## src/rtl/core/pattern_replace_stream_core_assert.svh

```systemverilog
// Assertion macros for the pattern replace core.
`ifndef PATTERN_REPLACE_STREAM_CORE_ASSERT_SVH
`define PATTERN_REPLACE_STREAM_CORE_ASSERT_SVH

// Property checked at every rising clock edge out of reset.
`define PRS_ASSERT(lbl, prop, msg) \
  lbl: assert property (@(posedge clk) disable iff (!rst_n) (prop)) else $error(msg);

// Condition that must never be seen out of reset.
`define PRS_NEVER(lbl, cond, msg) \
  `PRS_ASSERT(lbl, !(cond), msg)

`endif

```

## src/rtl/core/prs_pkg.sv

```systemverilog
`default_nettype none
package prs_pkg;

  localparam int NBYTE           = 8;
  localparam int LEN_W           = 4;
  localparam int CFG_IDX_W       = 2;
  localparam int CFG_DATA_W      = 64;
  localparam int MAX_PATTERN_DEF = 8;
  localparam int MAX_OUTPUT_DEF  = 255;
  localparam int QDEPTH          = 4;
  localparam int QPTR_W          = 2;

  localparam logic [CFG_IDX_W-1:0] REG_PLEN   = 2'd0;
  localparam logic [CFG_IDX_W-1:0] REG_PBYTES = 2'd1;
  localparam logic [CFG_IDX_W-1:0] REG_RLEN   = 2'd2;
  localparam logic [CFG_IDX_W-1:0] REG_RBYTES = 2'd3;

  // Lengths already clamped to the pattern limit.
  typedef struct packed {
    logic [LEN_W-1:0]           plen;
    logic [NBYTE-1:0][7:0]      pbytes;
    logic [LEN_W-1:0]           rlen;
    logic [NBYTE-1:0][7:0]      rbytes;
  } cfg_t;

  // One command from the matcher: either a replacement or a list of bytes,
  // optionally closing the string.
  typedef struct packed {
    logic                       repl;
    logic                       last;
    logic [LEN_W-1:0]           n;
    logic [NBYTE-1:0][7:0]      bytes;
  } cmd_t;

endpackage
`default_nettype wire

```

## src/rtl/core/prs_front.sv

```systemverilog
`default_nettype none
module prs_front
  import prs_pkg::*;
#(
  parameter int MaxPattern = MAX_PATTERN_DEF
) (
  input  wire logic       clk,
  input  wire logic       rst_n,
  input  wire cfg_t       cfg,
  input  wire logic       clr,
  input  wire logic       acc,
  input  wire logic [7:0] in_byte,
  input  wire logic       in_last,
  output logic            push,
  output cmd_t            cmd
);

  logic [7:0]       win_r   [MaxPattern];
  logic [7:0]       win_nxt [MaxPattern];
  logic [7:0]       w       [MaxPattern];
  logic [LEN_W-1:0] wcnt_r, wcnt_nxt;
  logic [LEN_W-1:0] cnt1;
  logic             full;
  logic             match;

  always_comb begin
    for (int k = 0; k < MaxPattern; k++) begin
      w[k] = (LEN_W'(k) == wcnt_r) ? in_byte : win_r[k];
    end
    cnt1  = wcnt_r + LEN_W'(1);
    full  = (cnt1 == cfg.plen);
    match = full;
    for (int k = 0; k < MaxPattern; k++) begin
      if ((LEN_W'(k) < cfg.plen) && (w[k] != cfg.pbytes[k])) begin
        match = 1'b0;
      end
    end

    cmd.repl  = 1'b0;
    cmd.last  = in_last;
    cmd.n     = '0;
    cmd.bytes = '0;
    win_nxt   = w;
    wcnt_nxt  = wcnt_r;

    if (cfg.plen == '0) begin
      cmd.n        = LEN_W'(1);
      cmd.bytes[0] = in_byte;
    end else begin
      for (int k = 0; k < MaxPattern; k++) begin
        cmd.bytes[k] = w[k];
      end
      if (match) begin
        cmd.repl = 1'b1;
        wcnt_nxt = '0;
      end else if (full) begin
        cmd.n = in_last ? cfg.plen : LEN_W'(1);
        for (int k = 0; k < MaxPattern - 1; k++) begin
          win_nxt[k] = w[k+1];
        end
        win_nxt[MaxPattern-1] = 8'h00;
        wcnt_nxt = cfg.plen - LEN_W'(1);
      end else begin
        cmd.n    = in_last ? cnt1 : '0;
        wcnt_nxt = cnt1;
      end
      if (in_last) begin
        wcnt_nxt = '0;
      end
    end
    push = acc && (cmd.repl || (cmd.n != '0) || in_last);
  end

  always_ff @(posedge clk) begin
    if (!rst_n) begin
      wcnt_r <= '0;
    end else if (clr) begin
      wcnt_r <= '0;
    end else if (acc) begin
      wcnt_r <= wcnt_nxt;
    end
  end

  always_ff @(posedge clk) begin
    if (acc) begin
      win_r <= win_nxt;
    end
  end

endmodule
`default_nettype wire

```

## src/rtl/core/prs_queue.sv

```systemverilog
`default_nettype none
module prs_queue
  import prs_pkg::*;
(
  input  wire logic clk,
  input  wire logic rst_n,
  input  wire logic push,
  input  wire cmd_t din,
  input  wire logic pop,
  output cmd_t      dout,
  output logic      nonempty,
  output logic      full
);

  cmd_t              mem_r [QDEPTH];
  logic [QPTR_W-1:0] wr_r, rd_r;
  logic [QPTR_W:0]   cnt_r, cnt_nxt;

  assign dout     = mem_r[rd_r];
  assign nonempty = (cnt_r != '0);
  assign full     = (cnt_r == (QPTR_W+1)'(QDEPTH));

  always_comb begin
    cnt_nxt = cnt_r;
    unique case ({push, pop})
      2'b10:   cnt_nxt = cnt_r + (QPTR_W+1)'(1);
      2'b01:   cnt_nxt = cnt_r - (QPTR_W+1)'(1);
      default: cnt_nxt = cnt_r;
    endcase
  end

  always_ff @(posedge clk) begin
    if (!rst_n) begin
      wr_r  <= '0;
      rd_r  <= '0;
      cnt_r <= '0;
    end else begin
      if (push) begin
        wr_r <= wr_r + QPTR_W'(1);
      end
      if (pop) begin
        rd_r <= rd_r + QPTR_W'(1);
      end
      cnt_r <= cnt_nxt;
    end
  end

  always_ff @(posedge clk) begin
    if (push) begin
      mem_r[wr_r] <= din;
    end
  end

endmodule
`default_nettype wire

```

## src/rtl/core/prs_back.sv

```systemverilog
`default_nettype none
module prs_back
  import prs_pkg::*;
#(
  parameter int MaxOutput = MAX_OUTPUT_DEF
) (
  input  wire logic       clk,
  input  wire logic       rst_n,
  input  wire cfg_t       cfg,
  input  wire cmd_t       cmd,
  input  wire logic       cmd_valid,
  output logic            pop,
  output logic            out_req_valid,
  input  wire logic       out_stall,
  output logic [7:0]      out_byte,
  output logic            out_valid,
  output logic            out_last,
  output logic            out_error
);

  localparam int CNT_W = $clog2(MaxOutput + 1);
  localparam int SUM_W = ((CNT_W > LEN_W) ? CNT_W : LEN_W) + 1;

  logic [LEN_W-1:0] pos_r, pos_nxt;
  logic [CNT_W-1:0] count_r, count_nxt;
  logic             ovf_r, ovf_nxt;
  logic [LEN_W-1:0] total;
  logic             can_out;
  logic             emit;
  logic [7:0]       emit_byte;
  logic             emit_end;
  logic             skip;
  logic [SUM_W-1:0] sum;

  logic             ov_r;
  logic [7:0]       ob_r;
  logic             odv_r, ol_r, oe_r;

  assign out_req_valid = ov_r;
  assign out_byte      = ob_r;
  assign out_valid     = odv_r;
  assign out_last      = ol_r;
  assign out_error     = oe_r;

  assign can_out = !ov_r || !out_stall;
  assign total   = cmd.repl ? cfg.rlen : cmd.n;
  assign sum     = SUM_W'(count_r) + SUM_W'(total);

  always_comb begin
    pos_nxt   = pos_r;
    count_nxt = count_r;
    ovf_nxt   = ovf_r;
    emit      = 1'b0;
    emit_end  = 1'b0;
    emit_byte = cmd.repl ? cfg.rbytes[pos_r[2:0]] : cmd.bytes[pos_r[2:0]];
    skip      = 1'b0;
    pop       = 1'b0;
    if (cmd_valid && can_out) begin
      if (pos_r < total) begin
        if (cmd.repl) begin
          if ((pos_r == '0) && (ovf_r || (sum > SUM_W'(MaxOutput)))) begin
            ovf_nxt = 1'b1;
            skip    = 1'b1;
          end else begin
            emit = 1'b1;
          end
        end else if (ovf_r || (count_r >= CNT_W'(MaxOutput))) begin
          ovf_nxt = 1'b1;
        end else begin
          emit = 1'b1;
        end
        if (emit) begin
          count_nxt = count_r + CNT_W'(1);
        end
        pos_nxt = skip ? total : pos_r + LEN_W'(1);
        if ((skip || (pos_r + LEN_W'(1) == total)) && !cmd.last) begin
          pop     = 1'b1;
          pos_nxt = '0;
        end
      end else begin
        // list done: close the string or just retire an empty command
        emit_end = cmd.last;
        pop      = 1'b1;
        pos_nxt  = '0;
        if (cmd.last) begin
          count_nxt = '0;
          ovf_nxt   = 1'b0;
        end
      end
    end
  end

  always_ff @(posedge clk) begin
    if (!rst_n) begin
      pos_r   <= '0;
      count_r <= '0;
      ovf_r   <= 1'b0;
      ov_r    <= 1'b0;
    end else begin
      pos_r   <= pos_nxt;
      count_r <= count_nxt;
      ovf_r   <= ovf_nxt;
      if (emit || emit_end) begin
        ov_r <= 1'b1;
      end else if (!out_stall) begin
        ov_r <= 1'b0;
      end
    end
  end

  always_ff @(posedge clk) begin
    if (emit || emit_end) begin
      ob_r  <= emit_end ? 8'h00 : emit_byte;
      odv_r <= !emit_end;
      ol_r  <= emit_end;
      oe_r  <= emit_end && ovf_r;
    end
  end

endmodule
`default_nettype wire

```

## src/rtl/core/pattern_replace_stream_core.sv

```systemverilog
// channel  | handshake                | payload
// ---------+--------------------------+-------------------------------------------
// input    | in_req_valid / in_stall  | in_byte, in_last
// result   | out_req_valid / out_stall| out_byte, out_valid, out_last, out_error
// config   | cfg_we                   | cfg_index, cfg_wdata
//
// One source byte is taken per cycle while the 4-deep command queue has room.
// The emitter sends one result per cycle while out_stall does not hold it: a
// replacement sends its rlen bytes, and a string end sends each flushed byte and
// then the end marker. Dropped bytes over the output limit pass without a result.
// A taken request goes through the command queue before its first result is
// registered. Reset is synchronous; in_stall rises only when the queue is full.
`default_nettype none
module pattern_replace_stream_core
  import prs_pkg::*;
#(
  parameter int MaxPattern = MAX_PATTERN_DEF,
  parameter int MaxOutput  = MAX_OUTPUT_DEF
) (
  input  wire logic                  clk,
  input  wire logic                  rst_n,
  input  wire logic                  in_req_valid,
  output logic                       in_stall,
  input  wire logic [7:0]            in_byte,
  input  wire logic                  in_last,
  output logic                       out_req_valid,
  input  wire logic                  out_stall,
  output logic [7:0]                 out_byte,
  output logic                       out_valid,
  output logic                       out_last,
  output logic                       out_error,
  input  wire logic                  cfg_we,
  input  wire logic [CFG_IDX_W-1:0]  cfg_index,
  input  wire logic [CFG_DATA_W-1:0] cfg_wdata
);

  `include "pattern_replace_stream_core_assert.svh"

  logic [LEN_W-1:0]      plen_r, rlen_r;
  logic [CFG_DATA_W-1:0] pbytes_r, rbytes_r;
  cfg_t                  cfg;
  logic                  clr;
  logic                  acc;
  logic                  q_push, q_pop, q_nonempty, q_full;
  cmd_t                  f_cmd, q_cmd;

  always_comb begin
    cfg.plen   = (plen_r > LEN_W'(MaxPattern)) ? LEN_W'(MaxPattern) : plen_r;
    cfg.rlen   = (rlen_r > LEN_W'(MaxPattern)) ? LEN_W'(MaxPattern) : rlen_r;
    cfg.pbytes = pbytes_r;
    cfg.rbytes = rbytes_r;
  end

  assign clr      = cfg_we && (cfg_index == REG_PLEN);
  assign in_stall = q_full;
  assign acc      = in_req_valid && !q_full;

  always_ff @(posedge clk) begin
    if (!rst_n) begin
      plen_r   <= '0;
      pbytes_r <= '0;
      rlen_r   <= '0;
      rbytes_r <= '0;
    end else if (cfg_we) begin
      unique case (cfg_index)
        REG_PLEN:   plen_r   <= cfg_wdata[LEN_W-1:0];
        REG_PBYTES: pbytes_r <= cfg_wdata;
        REG_RLEN:   rlen_r   <= cfg_wdata[LEN_W-1:0];
        REG_RBYTES: rbytes_r <= cfg_wdata;
        default:    ;
      endcase
    end
  end

  prs_front #(
    .MaxPattern (MaxPattern)
  ) u_front (
    .clk     (clk),
    .rst_n   (rst_n),
    .cfg     (cfg),
    .clr     (clr),
    .acc     (acc),
    .in_byte (in_byte),
    .in_last (in_last),
    .push    (q_push),
    .cmd     (f_cmd)
  );

  prs_queue u_queue (
    .clk      (clk),
    .rst_n    (rst_n),
    .push     (q_push),
    .din      (f_cmd),
    .pop      (q_pop),
    .dout     (q_cmd),
    .nonempty (q_nonempty),
    .full     (q_full)
  );

  prs_back #(
    .MaxOutput (MaxOutput)
  ) u_back (
    .clk           (clk),
    .rst_n         (rst_n),
    .cfg           (cfg),
    .cmd           (q_cmd),
    .cmd_valid     (q_nonempty),
    .pop           (q_pop),
    .out_req_valid (out_req_valid),
    .out_stall     (out_stall),
    .out_byte      (out_byte),
    .out_valid     (out_valid),
    .out_last      (out_last),
    .out_error     (out_error)
  );

  `PRS_NEVER(a_no_push_full, q_full && q_push, "command pushed into a full queue")
  `PRS_NEVER(a_no_pop_empty, q_pop && !q_nonempty, "command popped from an empty queue")
  `PRS_ASSERT(a_end_marker, out_req_valid && out_last |-> !out_valid && !(|out_byte), "bad marker")
  `PRS_ASSERT(a_error_at_end, out_req_valid && out_error |-> out_last, "error flag outside end marker")

endmodule
`default_nettype wire

```

## config.mk

```make
export PLATFORM = sky130hd
export DESIGN_NAME = pattern_replace_stream_core
export DESIGN_NICKNAME = d
export VERILOG_FILES = /design/src/rtl/core/prs_pkg.sv /design/src/rtl/core/prs_front.sv /design/src/rtl/core/prs_queue.sv /design/src/rtl/core/prs_back.sv /design/src/rtl/core/pattern_replace_stream_core.sv
export VERILOG_INCLUDE_DIRS = /design/src /design/src/rtl/core
export SDC_FILE = /design/constraint.sdc
export NUM_CORES = 1
export LEC_CHECK = 0
export BUFFER_PORTS_ARGS = -buffer_cell sky130_fd_sc_hd__buf_2
export CAP_MARGIN = 20
export CORE_MARGIN = 2
export CORE_UTILIZATION = 50
export DETAILED_ROUTE_END_ITERATION = 8
export HOLD_SLACK_MARGIN = 0.03
export PLACE_DENSITY = 0.73
export SLEW_MARGIN = 10
export SYNTH_ARGS = -nofsm -noshare
export SYNTH_HDL_FRONTEND = slang
export SYNTH_SLANG_ARGS = --single-unit
```

## constraint.sdc

```tcl
create_clock -name clk -period 11.95 [get_ports clk]
set_clock_uncertainty 0.2 [all_clocks]
set_input_delay 2.39 -clock clk [delete_from_list [all_inputs] [get_ports clk]]
set_output_delay 2.39 -clock clk [all_outputs]
set_load 0.05 [all_outputs]
```

==> impl_results.md <==
* Post-synthesis instance area at 24200 um^2
* Endpoints failing setup at 0
* # H-tree levels at 2
* Final hold vios at 0
* Vias per cell at 6.324
* Yosys reg bits at 518
* TritonCTS clock tree: yes
* Final std cells w/o fill at 2716
* Int Power at 3.616 mW
* First-pass GRT wire length at 103600 um
* Slew @ Worst Pin at 1.094 ns
* Cts repair resizes at 0
* Setup WS pre-CTS at 5.726 ns
* Via count at 17180
* Routed WL per cell at 25.40 um
* Die Span Y at 224.0 um
* Post-synth top cells: 366 x nand2_1, 355 x edfxtp_1, 168 x a21oi_1
* R2R Path Start: u_front.wcnt_r[0]
* Cell total after placement at 2615
* Switching part of the total at 0.2952
* Outcome: finished, final reports clean
* Flop2flop setup slack at 6.47 ns
* Peak Freq at 171.0 MHz
* Syn_area_per_cell at 11.96 um^2
* Max VDD drop at 0.1573 mV
* Post-CTS Setup Inserts at 0
* Remaining antenna violation count at 0
* Most numerous cell in the Yosys netlist: nand2_1
* CP required at 12.04 ns
* Combinational share of power at 0.226
* Initial antenna violation count at 0
* Die area at 50170 um^2
* I/O pins at 93
* Setup crit end: u_front.win_r[40]
* Detailed Routing Iterations Pass 1 at 6
* Worst setup path start: in_byte[6]
* Unrepaired setup endpoints after global routing: false
* Maximum number of pins on one net before global-route repair at 115
* Overall Global Routing Usage at 0.2762
* Tmin final at 5.848 ns
* # rows at 80
* Worst flop-to-flop path endpoint: u_front.win_r[40]
* Critical setup path kind: input pin to flip-flop
* Post-synth EDFFs at 355
* Area grow syn2layout at 11.13%
* CTS sink count at 518
* Syn Nets at 2128
* Final GP Congestion at 1.027
* Register area at 13930 um^2
* Leak at 9.287 nW
* PwrDens at 190.8 nW/um^2
* Clock-pin slew on the worst setup and hold paths at 0.06 ns
* Chip width at 224.0 um
* Number of DRC markers in iteration 0 at 1858
* CP max FO at 50
* Unique masters post-synth at 80
* DP Wirelength at 47570 um
* Clock power share at 0.333
* CP startpoint kind: input pin
* Seq pwr share at 0.441
* Max Cap Viol at 0
* Share of async-settable or async-resettable flops after synthesis at 0
* Num CTS Buffers at 52
* Primary FF master, synth: edfxtp_1
* Clk root buf: clkbuf_16
* Mapped Cells at 2023
* Clk_lat worst skew at 0.60 ns
* Slew margin rel. at 0.2630
* Core area at 47750 um^2
* Synth area leaders: edfxtp_1 44%, dfxtp_1 13%, mux4_2 10%, nand2_1 5.7%, a21oi_1 3.5%
* Fill cells at 3819
* Drc violations at 0
* Critical Path Sink Type: flip-flop
* Sum Neg Setup Slack at 0 ns
* Hold crit path type: flip-flop to flip-flop
* Ys Warns at 0
* Hold WS at 0.2541 ns
* Area of the multi-input gates at 9499 um^2
* Proportion of layout cells with a drive suffix above 1 at 0.1695
* CTS Hold Bufs at 0
* Arr. time, crit path at 5.94 ns
* Max clock buf depth at 3
* P_sw at 1.515 mW
* Synth area leader: edfxtp_1
* Reg2reg path depth at 10
* Final Cycle Share at 0.4894
* PortBufs at 92
* Final Slew Violations at 0
* Sequential area share after synthesis at 0.5754
* GR Overflow Total at 0
* Vias in the first global route at 16550
* Synth top area share at 0.4406
* Final Worst Setup Slack at 6.102 ns
* Nets at 2162
* Initial Util at 0.5068
* Drt total wl at 68990 um
* Worst hold path depth at 2
-- sequential cells by signal, summed over array words and instances (netlist names), named ones only --
name	cells
u_queue.mem_r	280
u_front.win_r	64
u_queue.cnt_r	3
u_back.count_r	8
u_back.pos_r	4
u_front.wcnt_r	4
plen_r	4
u_back.out_last	1
u_queue.wr_r	2
u_back.ovf_r	1
u_back.out_valid	1
u_queue.rd_r	2
u_back.out_req_valid	1
rlen_r	4
u_back.out_byte	8
pbytes_r	64
u_back.out_error	1
rbytes_r	64
-- power by group through the flow --
stage / Sequential (mW) / Clock, mW / Combinational (mW)
after global placement: 2.29 / 0 / 1.13
after detailed placement: 2.30 / 0 / 1.15
after global routing: 2.28 / 1.79 / 1.24
after floorplan: 2.32 / 0 / 0.762
final: 2.26 / 1.71 / 1.16
after CTS: 2.26 / 1.73 / 1.16
-- layout make-up --
type / instances / share of cell area
flip-flops and latches: 518 / 0.5180
multi-input cells: 1318 / 0.3533
clock buffers: 65 / 0.05319
well taps: 615 / 0.02862
repair buffers: 115 / 0.02569
clock inverters: 32 / 0.01377
inverters: 52 / 0.007352
diodes: 1 / 0.00009306
-- worst max-delay path: stages --
cell and delay [ns]:
buf_2 0.34, nor4bb_1 0.66, a21oi_2 0.10, xnor2_1 0.19, nor4_2 0.35, nand4_1 0.25
a2111oi_4 0.40, a31o_4 0.73, nor2_2 0.31, mux2i_1 0.19
-- per-stage QoR --
| stage | power (mW) | util | instance area [um^2] |
|---|---|---|---|
| 4_1_cts | 5.153 | 0.5617 | 26820 |
| 3_3_place_gp | 3.425 | 0.5236 | 25000 |
| 2_1_floorplan | 3.077 | - | 24200 |
| 3_5_place_dp | 3.454 | 0.5240 | 25020 |
| 6_report | 5.131 | 0.5632 | 26890 |
| 5_1_grt | 5.311 | 0.5631 | 26890 |
-- cell usage in the layout, fill, tap and decap left out, types with 11 or more instances in the layout --
master / n
and2_1: 50
clkinv_2: 13
nor2b_1: 17
o21ai_0: 27
a21oi_1: 168
o211ai_1: 43
edfxtp_1: 355
o22ai_1: 49
buf_2: 92
nor2_1: 137
mux4_2: 110
inv_1: 49
nand2_1: 365
a211oi_1: 14
buf_4: 19
nand2b_1: 17
a22oi_1: 15
ha_1: 23
dfxtp_1: 160
o21a_1: 13
xor2_1: 36
mux2i_1: 28
clkbuf_16: 52
xnor2_1: 27
and4b_1: 11
-- per-layer routing --
metal,track usage,vias up,part of all wire
met5,0,-,0
met3,0.04289,169,0.089
met2,0.4270,914,0.46
met4,0.1462,0,0.055
li1,-,7529,-
met1,0.3789,8563,0.40
-- cells by family after synthesis --
group                    synth area share
multiplexers                       0.1154
XOR/XNOR                          0.02467
AO/OA/AOI/OAI                      0.1042
buffers and inverters             0.03320
flip-flops                         0.5754
AND/OR/NAND/NOR                    0.1336
adder cells (fa/ha/maj)           0.01355
-- worst min-delay path by stage --
stage / start / to
finish: rbytes_r[21] / rbytes_r[21]
CTS: rbytes_r[21] / rbytes_r[21]
global route: rbytes_r[21] / rbytes_r[21]
detailed placement: rbytes_r[21] / rbytes_r[21]
floorplan: rbytes_r[17] / rbytes_r[17]
global placement: rbytes_r[24] / rbytes_r[24]
(Power assumes the default switching activity.)
